**config.mk**
```make
export PLATFORM = sky130hd
export DESIGN_NAME = byte_stream_needle_search
export DESIGN_NICKNAME = d
export VERILOG_FILES = /design/src/hdl/nsb_pkg.sv /design/src/hdl/nsb_front.sv /design/src/hdl/nsb_queue.sv /design/src/hdl/nsb_back.sv /design/src/hdl/byte_stream_needle_search.sv
export SDC_FILE = /design/constraint.sdc
export NUM_CORES = 2
export LEC_CHECK = 0
export ABC_AREA = 0
export ABC_CLOCK_PERIOD_IN_PS = 10100
export BUFFER_PORTS_ARGS = -buffer_cell sky130_fd_sc_hd__buf_2
export CAP_MARGIN = 25
export CORE_MARGIN = 3
export CORE_UTILIZATION = 41
export CTS_CLUSTER_DIAMETER = 200
export DETAILED_ROUTE_END_ITERATION = 8
export PLACE_DENSITY = 0.59
export RECOVER_POWER = 25
export SYNTH_ARGS = -nofsm -noshare
export SYNTH_HDL_FRONTEND = slang
export SYNTH_SLANG_ARGS = --single-unit
```
**constraint.sdc**
```tcl
create_clock -name clk -period 10.1 [get_ports clk]
set_clock_uncertainty 0.05 [all_clocks]
set_input_delay 1.01 -clock clk [delete_from_list [all_inputs] [get_ports clk]]
set_output_delay 1.01 -clock clk [all_outputs]
set_load 0.02 [all_outputs]
```
**src/hdl/nsb_pkg.sv**
```systemverilog
`timescale 1ns / 1ps

package nsb_pkg;

  // Widths fixed by the stream and register formats
  localparam int BYTE_W       = 8;
  localparam int LEN_W        = 6;
  localparam int WORD_W       = 64;
  localparam int NUM_WORDS    = 4;
  localparam int NEEDLE_BITS  = WORD_W * NUM_WORDS;
  localparam int BYTES_MAX    = NEEDLE_BITS / BYTE_W;
  localparam int CFG_INDEX_W  = 3;
  localparam int VERDICT_W    = 2;
  localparam int M_TDATA_W    = 8;

  // Defaults for the top-level parameters
  localparam int MAX_NEEDLE_DEF  = 32;
  localparam int QUEUE_DEPTH_DEF = 4;

  // Configuration register indexes
  localparam logic [CFG_INDEX_W-1:0] REG_NEEDLE_LENGTH = 3'd0;
  localparam logic [CFG_INDEX_W-1:0] REG_NEEDLE_WORD_0 = 3'd1;
  localparam logic [CFG_INDEX_W-1:0] REG_NEEDLE_WORD_3 = 3'd4;

  // Verdict codes
  localparam logic [VERDICT_W-1:0] VERDICT_CLEAN     = 2'd0;
  localparam logic [VERDICT_W-1:0] VERDICT_FOUND     = 2'd1;
  localparam logic [VERDICT_W-1:0] VERDICT_TOO_SMALL = 2'd2;

  // One classified byte, handed from the front to the back
  typedef struct packed {
    logic hit;        // window equals needle after this byte
    logic too_short;  // fewer bytes than needle seen so far
    logic last;       // final byte of the file
  } class_t;

endpackage

```
**src/hdl/nsb_front.sv**
```systemverilog
`timescale 1ns / 1ps

module nsb_front #(
  parameter int MAX_NEEDLE = nsb_pkg::MAX_NEEDLE_DEF
) (
  input  logic                                clk,
  input  logic                                rst,
  // config write
  input  logic                                cfg_valid,
  input  logic [nsb_pkg::CFG_INDEX_W-1:0]     cfg_index,
  input  logic [nsb_pkg::WORD_W-1:0]          cfg_data,
  // byte in
  input  logic                                take,
  input  logic [nsb_pkg::BYTE_W-1:0]          text_byte,
  input  logic                                final_byte,
  output nsb_pkg::class_t                     cls
);

  localparam int SEEN_W = $clog2(MAX_NEEDLE + 1);
  localparam logic [nsb_pkg::LEN_W-1:0] MAX_LEN = nsb_pkg::LEN_W'(MAX_NEEDLE);

  // Raw registers
  logic [nsb_pkg::LEN_W-1:0]        needle_length;
  logic [nsb_pkg::LEN_W-1:0]        needle_length_next;
  logic [nsb_pkg::NEEDLE_BITS-1:0]  needle_flat;
  logic [nsb_pkg::NEEDLE_BITS-1:0]  needle_flat_next;

  // Needle pre-aligned to window lanes: lane i holds needle byte len-1-i
  logic [nsb_pkg::LEN_W-1:0]  eff_len;
  logic [nsb_pkg::LEN_W-1:0]  eff_len_next;
  logic [nsb_pkg::BYTE_W-1:0] aligned      [MAX_NEEDLE];
  logic [nsb_pkg::BYTE_W-1:0] aligned_next [MAX_NEEDLE];
  logic [MAX_NEEDLE-1:0]      lane_mask;
  logic [MAX_NEEDLE-1:0]      lane_mask_next;

  logic [nsb_pkg::BYTE_W-1:0] window     [MAX_NEEDLE];
  logic [nsb_pkg::BYTE_W-1:0] window_new [MAX_NEEDLE];
  logic [SEEN_W-1:0]          seen;
  logic [SEEN_W-1:0]          seen_new;
  logic [MAX_NEEDLE-1:0]      lane_ok;
  logic                       long_enough;

  // Config decode and lane alignment
  always_comb begin
    logic [nsb_pkg::LEN_W-1:0] k;
    needle_length_next = needle_length;
    needle_flat_next   = needle_flat;
    if (cfg_valid) begin
      if (cfg_index == nsb_pkg::REG_NEEDLE_LENGTH) begin
        needle_length_next = cfg_data[nsb_pkg::LEN_W-1:0];
      end else if (cfg_index >= nsb_pkg::REG_NEEDLE_WORD_0 &&
                   cfg_index <= nsb_pkg::REG_NEEDLE_WORD_3) begin
        needle_flat_next[(cfg_index - nsb_pkg::REG_NEEDLE_WORD_0) * nsb_pkg::WORD_W
                         +: nsb_pkg::WORD_W] = cfg_data;
      end
    end
    eff_len_next = (needle_length_next > MAX_LEN) ? MAX_LEN : needle_length_next;
    for (int i = 0; i < MAX_NEEDLE; i++) begin
      k = eff_len_next - nsb_pkg::LEN_W'(i) - nsb_pkg::LEN_W'(1);
      lane_mask_next[i] = (nsb_pkg::LEN_W'(i) < eff_len_next);
      aligned_next[i]   = lane_mask_next[i] ?
                          needle_flat_next[k[4:0] * nsb_pkg::BYTE_W +: nsb_pkg::BYTE_W] :
                          '0;
    end
  end

  always_ff @(posedge clk) begin
    if (rst) begin
      needle_length <= nsb_pkg::LEN_W'(1);
      needle_flat   <= '0;
      eff_len       <= nsb_pkg::LEN_W'(1);
      lane_mask     <= MAX_NEEDLE'(1);
      for (int i = 0; i < MAX_NEEDLE; i++) begin
        aligned[i] <= '0;
      end
    end else if (cfg_valid) begin
      needle_length <= needle_length_next;
      needle_flat   <= needle_flat_next;
      eff_len       <= eff_len_next;
      lane_mask     <= lane_mask_next;
      aligned       <= aligned_next;
    end
  end

  // Window shift and parallel compare
  always_comb begin
    window_new[0] = text_byte;
    for (int i = 1; i < MAX_NEEDLE; i++) begin
      window_new[i] = window[i-1];
    end
    seen_new = (seen == SEEN_W'(MAX_NEEDLE)) ? seen : seen + SEEN_W'(1);
    for (int i = 0; i < MAX_NEEDLE; i++) begin
      lane_ok[i] = !lane_mask[i] || (window_new[i] == aligned[i]);
    end
    long_enough   = (nsb_pkg::LEN_W'(seen_new) >= eff_len);
    cls.hit       = (&lane_ok) && long_enough;
    cls.too_short = !long_enough;
    cls.last      = final_byte;
  end

  // window entries past the byte count never decide a hit: no reset needed
  always_ff @(posedge clk) begin
    if (take) begin
      window <= window_new;
    end
  end

  always_ff @(posedge clk) begin
    if (rst) begin
      seen <= '0;
    end else if (take) begin
      seen <= final_byte ? '0 : seen_new;
    end
  end

endmodule

```
**src/hdl/nsb_queue.sv**
```systemverilog
`timescale 1ns / 1ps

module nsb_queue #(
  parameter int DEPTH = nsb_pkg::QUEUE_DEPTH_DEF
) (
  input  logic            clk,
  input  logic            rst,
  input  logic            push,
  input  nsb_pkg::class_t push_data,
  output logic            full,
  input  logic            pop,
  output nsb_pkg::class_t pop_data,
  output logic            not_empty
);

  localparam int PTR_W = (DEPTH > 1) ? $clog2(DEPTH) : 1;
  localparam int CNT_W = $clog2(DEPTH + 1);

  nsb_pkg::class_t   slots [DEPTH];
  logic [PTR_W-1:0]  wr_ptr;
  logic [PTR_W-1:0]  rd_ptr;
  logic [CNT_W-1:0]  count;

  assign full      = (count == CNT_W'(DEPTH));
  assign not_empty = (count != '0);
  assign pop_data  = slots[rd_ptr];

  always_ff @(posedge clk) begin
    if (push) begin
      slots[wr_ptr] <= push_data;
    end
  end

  always_ff @(posedge clk) begin
    if (rst) begin
      wr_ptr <= '0;
      rd_ptr <= '0;
      count  <= '0;
    end else begin
      if (push) begin
        wr_ptr <= (wr_ptr == PTR_W'(DEPTH - 1)) ? '0 : wr_ptr + PTR_W'(1);
      end
      if (pop) begin
        rd_ptr <= (rd_ptr == PTR_W'(DEPTH - 1)) ? '0 : rd_ptr + PTR_W'(1);
      end
      // push and pop together leave the count as it is
      if (push && !pop) begin
        count <= count + CNT_W'(1);
      end else if (pop && !push) begin
        count <= count - CNT_W'(1);
      end
    end
  end

endmodule

```
**src/hdl/nsb_back.sv**
```systemverilog
`timescale 1ns / 1ps

module nsb_back (
  input  logic                             clk,
  input  logic                             rst,
  input  logic                             q_valid,
  input  nsb_pkg::class_t                  q_data,
  output logic                             q_pop,
  output logic                             out_valid,
  input  logic                             out_ready,
  output logic [nsb_pkg::VERDICT_W-1:0]    verdict
);

  logic found;
  logic found_next;
  logic slot_free;

  // a final byte needs the output slot; other bytes drain freely
  assign slot_free  = !out_valid || out_ready;
  assign q_pop      = q_valid && (!q_data.last || slot_free);
  assign found_next = found || q_data.hit;

  always_ff @(posedge clk) begin
    if (rst) begin
      found     <= 1'b0;
      out_valid <= 1'b0;
    end else begin
      // a new verdict replaces the one taken in the same cycle
      if (q_pop && q_data.last) begin
        out_valid <= 1'b1;
      end else if (out_ready) begin
        out_valid <= 1'b0;
      end
      if (q_pop) begin
        found <= q_data.last ? 1'b0 : found_next;
      end
    end
  end

  always_ff @(posedge clk) begin
    if (q_pop && q_data.last) begin
      priority if (q_data.too_short) begin
        verdict <= nsb_pkg::VERDICT_TOO_SMALL;
      end else if (found_next) begin
        verdict <= nsb_pkg::VERDICT_FOUND;
      end else begin
        verdict <= nsb_pkg::VERDICT_CLEAN;
      end
    end
  end

endmodule

```
**src/hdl/byte_stream_needle_search.sv**
```systemverilog
`timescale 1ns / 1ps

// Needle search over a byte stream. Send the bytes of one file on the s_ side,
// with s_tlast on the final byte; one verdict comes back on the m_ side for
// every file: clean, found, or too small when the file is shorter than the
// needle. The needle (1 to MAX_NEEDLE bytes, length 0 matches every file,
// longer lengths clip to MAX_NEEDLE) is set through the config port and may
// be changed only while no file is in flight. Throughput is one byte per
// clock: the front keeps a shift window of the newest bytes and compares all
// lanes against a lane-aligned copy of the needle in the cycle a byte is
// accepted. Each classified byte then passes through a small queue
// (QUEUE_DEPTH entries) to the back, which folds the hits into a found flag
// and loads the verdict into the output register. With the output free, the
// final byte's class is written into the queue, then popped into the verdict
// register, which raises m_tvalid; s_tready drops only when the queue is full,
// i.e. when the verdict output has been held off.
module byte_stream_needle_search #(
  parameter int MAX_NEEDLE  = nsb_pkg::MAX_NEEDLE_DEF,   // 1..32
  parameter int QUEUE_DEPTH = nsb_pkg::QUEUE_DEPTH_DEF
) (
  input  logic                              clk,
  input  logic                              rst,
  // byte stream in
  input  logic                              s_tvalid,
  output logic                              s_tready,
  input  logic [nsb_pkg::BYTE_W-1:0]        s_tdata,   // [7:0] text_byte
  input  logic                              s_tlast,   // final_byte
  // verdict out
  output logic                              m_tvalid,
  input  logic                              m_tready,
  output logic [nsb_pkg::M_TDATA_W-1:0]     m_tdata,   // [1:0] verdict, rest zero
  // config write: 0 needle_length, 1..4 needle_word_0..3
  input  logic                              cfg_valid,
  output logic                              cfg_ready,
  input  logic [nsb_pkg::CFG_INDEX_W-1:0]   cfg_index,
  input  logic [nsb_pkg::WORD_W-1:0]        cfg_data
);

  nsb_pkg::class_t                  cls;
  nsb_pkg::class_t                  q_data;
  logic                             take;
  logic                             q_full;
  logic                             q_valid;
  logic                             q_pop;
  logic [nsb_pkg::VERDICT_W-1:0]    verdict;

  // config writes are always taken
  assign cfg_ready = 1'b1;
  assign s_tready  = !q_full;
  assign take      = s_tvalid && s_tready;
  assign m_tdata   = {{(nsb_pkg::M_TDATA_W - nsb_pkg::VERDICT_W){1'b0}}, verdict};

  // front: window, compare, classify
  nsb_front #(
    .MAX_NEEDLE (MAX_NEEDLE)
  ) u_front (
    .clk        (clk),
    .rst        (rst),
    .cfg_valid  (cfg_valid),
    .cfg_index  (cfg_index),
    .cfg_data   (cfg_data),
    .take       (take),
    .text_byte  (s_tdata),
    .final_byte (s_tlast),
    .cls        (cls)
  );

  // decouples classification from verdict delivery
  nsb_queue #(
    .DEPTH (QUEUE_DEPTH)
  ) u_queue (
    .clk       (clk),
    .rst       (rst),
    .push      (take),
    .push_data (cls),
    .full      (q_full),
    .pop       (q_pop),
    .pop_data  (q_data),
    .not_empty (q_valid)
  );

  // back: found flag and verdict register
  nsb_back u_back (
    .clk       (clk),
    .rst       (rst),
    .q_valid   (q_valid),
    .q_data    (q_data),
    .q_pop     (q_pop),
    .out_valid (m_tvalid),
    .out_ready (m_tready),
    .verdict   (verdict)
  );

endmodule

```
==> impl_metrics.env <==
export IMPL_status="completed"
export IMPL_finalWirelength_um=298000
export IMPL_firstDrtPassIters=6
export IMPL_fin_ws_ns=3.27
export IMPL_avgViaCountPerCell=7.09
export IMPL_relSlewSlack_pct=10.2
export IMPL_setup_tns_ns=0
export IMPL_h_tree_depth=3
export IMPL_clk_latency_ns=0.77
export IMPL_path_class="in -> reg"
export IMPL_synth_edf_count=262
export IMPL_yosys_most_used_dff="dfxtp_1"
export IMPL_synth_common_cells="nand2_1 (632), dfxtp_1 (571), nor2_1 (527), mux2i_1 (404), xnor2_1 (295)"
export IMPL_io_pins=92
export IMPL_place_detailed_hpwl_um=232000
export IMPL_maxCapViolations=0
export IMPL_cts_hold_buf=0
export IMPL_cp_max_fo=50
export IMPL_cts_buffers=99
export IMPL_synth_top_area_share_pct=22.4
export IMPL_fin_hold_ws_ns=0.405
export IMPL_clockBufferDepth=3
export IMPL_cts_setup_buffers=0
export IMPL_syn_inst=5623
export IMPL_die_h_um=359
export IMPL_start_util_pct=41.6
export IMPL_cp_start_kind="primary input"
export IMPL_postSynthAreaPerCell_sq_um=9.08
export IMPL_yosys_area_share_simple_pct=14.8
export IMPL_antenna_found_initial=21
export IMPL_cts_sinks=833
export IMPL_fin_crit_sh_pct=67.6
export IMPL_grt_pass1_wl_um=400000
export IMPL_path_clk_slew_ns=0.06
export IMPL_ir_drop_mv=0.187
export IMPL_area_growth_pct=11.2
export IMPL_nets=5669
export IMPL_finalSetupViolations=0
export IMPL_portBuffers=84
export IMPL_muxShareOfSynthArea_pct=14.4
export IMPL_tightestPinTransition_ns=1.35
export IMPL_post_cts_resized=0
export IMPL_std_cell_rows=128
export IMPL_placed_area_sq_um=53200
export IMPL_worstPathRequired_ns=10.62
export IMPL_die_area_sq_um=129000
export IMPL_overflow=0
export IMPL_rsz0062_at_grt="no"
export IMPL_yosysWarnings=0
export IMPL_critical_path_arrival_ns=7.35
export IMPL_slew_violations=0
export IMPL_clock_fmax_ghz=0.146
export IMPL_fp_dieW_um=359
export IMPL_synth_seq_area_share_pct=37.8
export IMPL_ys_types=96
export IMPL_yosys_area_share_adder_pct=1.02
export IMPL_synth_compound_area_share_pct=22.3
export IMPL_drtAntennaViolNets=0
export IMPL_postSynth_asyncResetShare_pct=0
export IMPL_fin_crit_ns=6.83
export IMPL_syn_cell_area_sq_um=51000
export IMPL_via_count=51400
export IMPL_ys_ff_latch=833
export IMPL_coreArea_sq_um=123000
export IMPL_hp_class="reg -> reg"
export IMPL_synthTopCellsByArea="dfxtp_1 (22%), edfxtp_1 (15%), mux2i_1 (7.9%), xnor2_1 (5.1%), mux4_2 (4.9%)"
export IMPL_synthXorXnorAreaFrac_pct=5.21
export IMPL_yosysTopAreaCell="dfxtp_1"
export IMPL_drtIter0Drc=8190
export IMPL_drc=0
export IMPL_gp_congestion=1.10
export IMPL_leakage_uw=0.0196
export IMPL_synth_top_family_by_area="compound AO/OA/AOI/OAI gates"
export IMPL_track_usage_pct=44.3
export IMPL_cts_root_buf="clkbuf_16"
export IMPL_wire_per_inst_um=41.1
export IMPL_p_per_area_nw_per_um2=170
export IMPL_cts_tree="done"
export IMPL_final_cell_area_sq_um=56800
export IMPL_final_hold_viol_count=0
export IMPL_drive_gt1_share_pct=12.2
export IMPL_critPathCaptureType="flop"
export IMPL_yosysMostFrequentCell="nand2_1"
export IMPL_pre_cts_ws_ns=2.24
export IMPL_p_total_uw=9640
export IMPL_grt_max_degree=177
export IMPL_grt_pass1_vias=46000
report_power, final:
group	switching, uW	internal, uW
combinational	1240	503
sequential	244	3760
clock	1670	2220
kinds of logic after synthesis:
kind of cell,Yosys count
AOI/OAI and AO/OA,1617
DFF,833
other,2
buffers and inverters,536
xor gates and xnor gates,301
muxes,586
adders and majority gates,41
and+or+nand+nor,1707
cell usage in the layout, fill, tap and decap left out, drive strengths merged, types with 34 or more instances in the layout:
master	netlist	final
a22oi	240	240
a21oi	243	243
buf	150	246
mux4	110	110
nor2	527	527
edfxtp	262	262
a2111oi	81	81
a22o	34	34
o21ai	306	306
mux2i	404	404
nand4	116	116
inv	94	96
xnor2	295	295
a211oi	187	187
nor3	84	84
o221ai	68	68
and2	42	42
dfxtp	571	571
clkbuf	288	142
o211ai	99	99
nand2	633	633
clkinv	4	37
mux2	72	72
ha	40	40
nand3	175	175
a221o	36	36
metal layers:
metal	vias to the layer above	share of wire (%)	GRT usage (%)
met5	-	0.098	0
met4	20	8.7	30.3
met3	804	13	15.4
met2	3887	40	62.0
met1	25600	38	57.1
li1	21200	-	-
flip-flops by register name, summed over array words and instances, names as in the netlist, 2 cells and up, named ones only:
register               cells
u_front.needle_length      5
u_front.needle_flat      256
u_queue.rd_ptr             2
u_queue.slots             12
u_back.verdict             2
u_front.seen               6
u_queue.count              3
u_front.aligned          256
u_queue.wr_ptr             2
u_front.lane_mask         32
u_front.eff_len            5
u_front.window           248
final timing paths:
kind                                       from                                 to  slack (ns)  depth (start not counted)
max reg2reg  u_front.lane_mask[31]$_SDFFE_PP0P_  u_front.aligned[247]$_SDFFE_PP0P_        4.18                         14
max                                cfg_index[0]  u_front.aligned[247]$_SDFFE_PP0P_        3.27                         19
min reg2reg       u_front.window[161]$_DFFE_PP_      u_front.window[153]$_DFFE_PP_        0.41                          0
min               u_front.window[161]$_DFFE_PP_      u_front.window[153]$_DFFE_PP_        0.41                          0
worst max-delay path: stages:
cell and delay (ns):
buf_2 0.16, inv_1 0.18, ha_1 0.23, ha_1 0.34, and2_1 0.26, buf_16 0.20
o21a_4 0.21, buf_4 0.55, ha_2 0.73, inv_1 0.34, xnor2_2 0.21, buf_4 0.44
xnor2_2 0.16, buf_4 0.69, mux4_2 0.59, a32oi_1 0.22, o21ai_0 0.27, o22ai_1 0.29
a221oi_1 0.12
final cells by class:
class	instances	area (sq um)
fillers	12000	65900
multi-input cells	4259	29800
flip-flops and latches	833	19300
clock buffers	132	2790
well taps	1625	2030
repair buffers	256	1800
clock inverters	52	682
inverters	98	390
diodes	4	10.0
stage by stage:
step	utilization (%)	std cells
after floorplan	-	5628
after global placement	43.3	7056
after detailed placement	43.4	7065
after CTS	46.2	7249
after global routing	46.3	7255
final	46.3	7259
(Power assumes the default switching activity.)
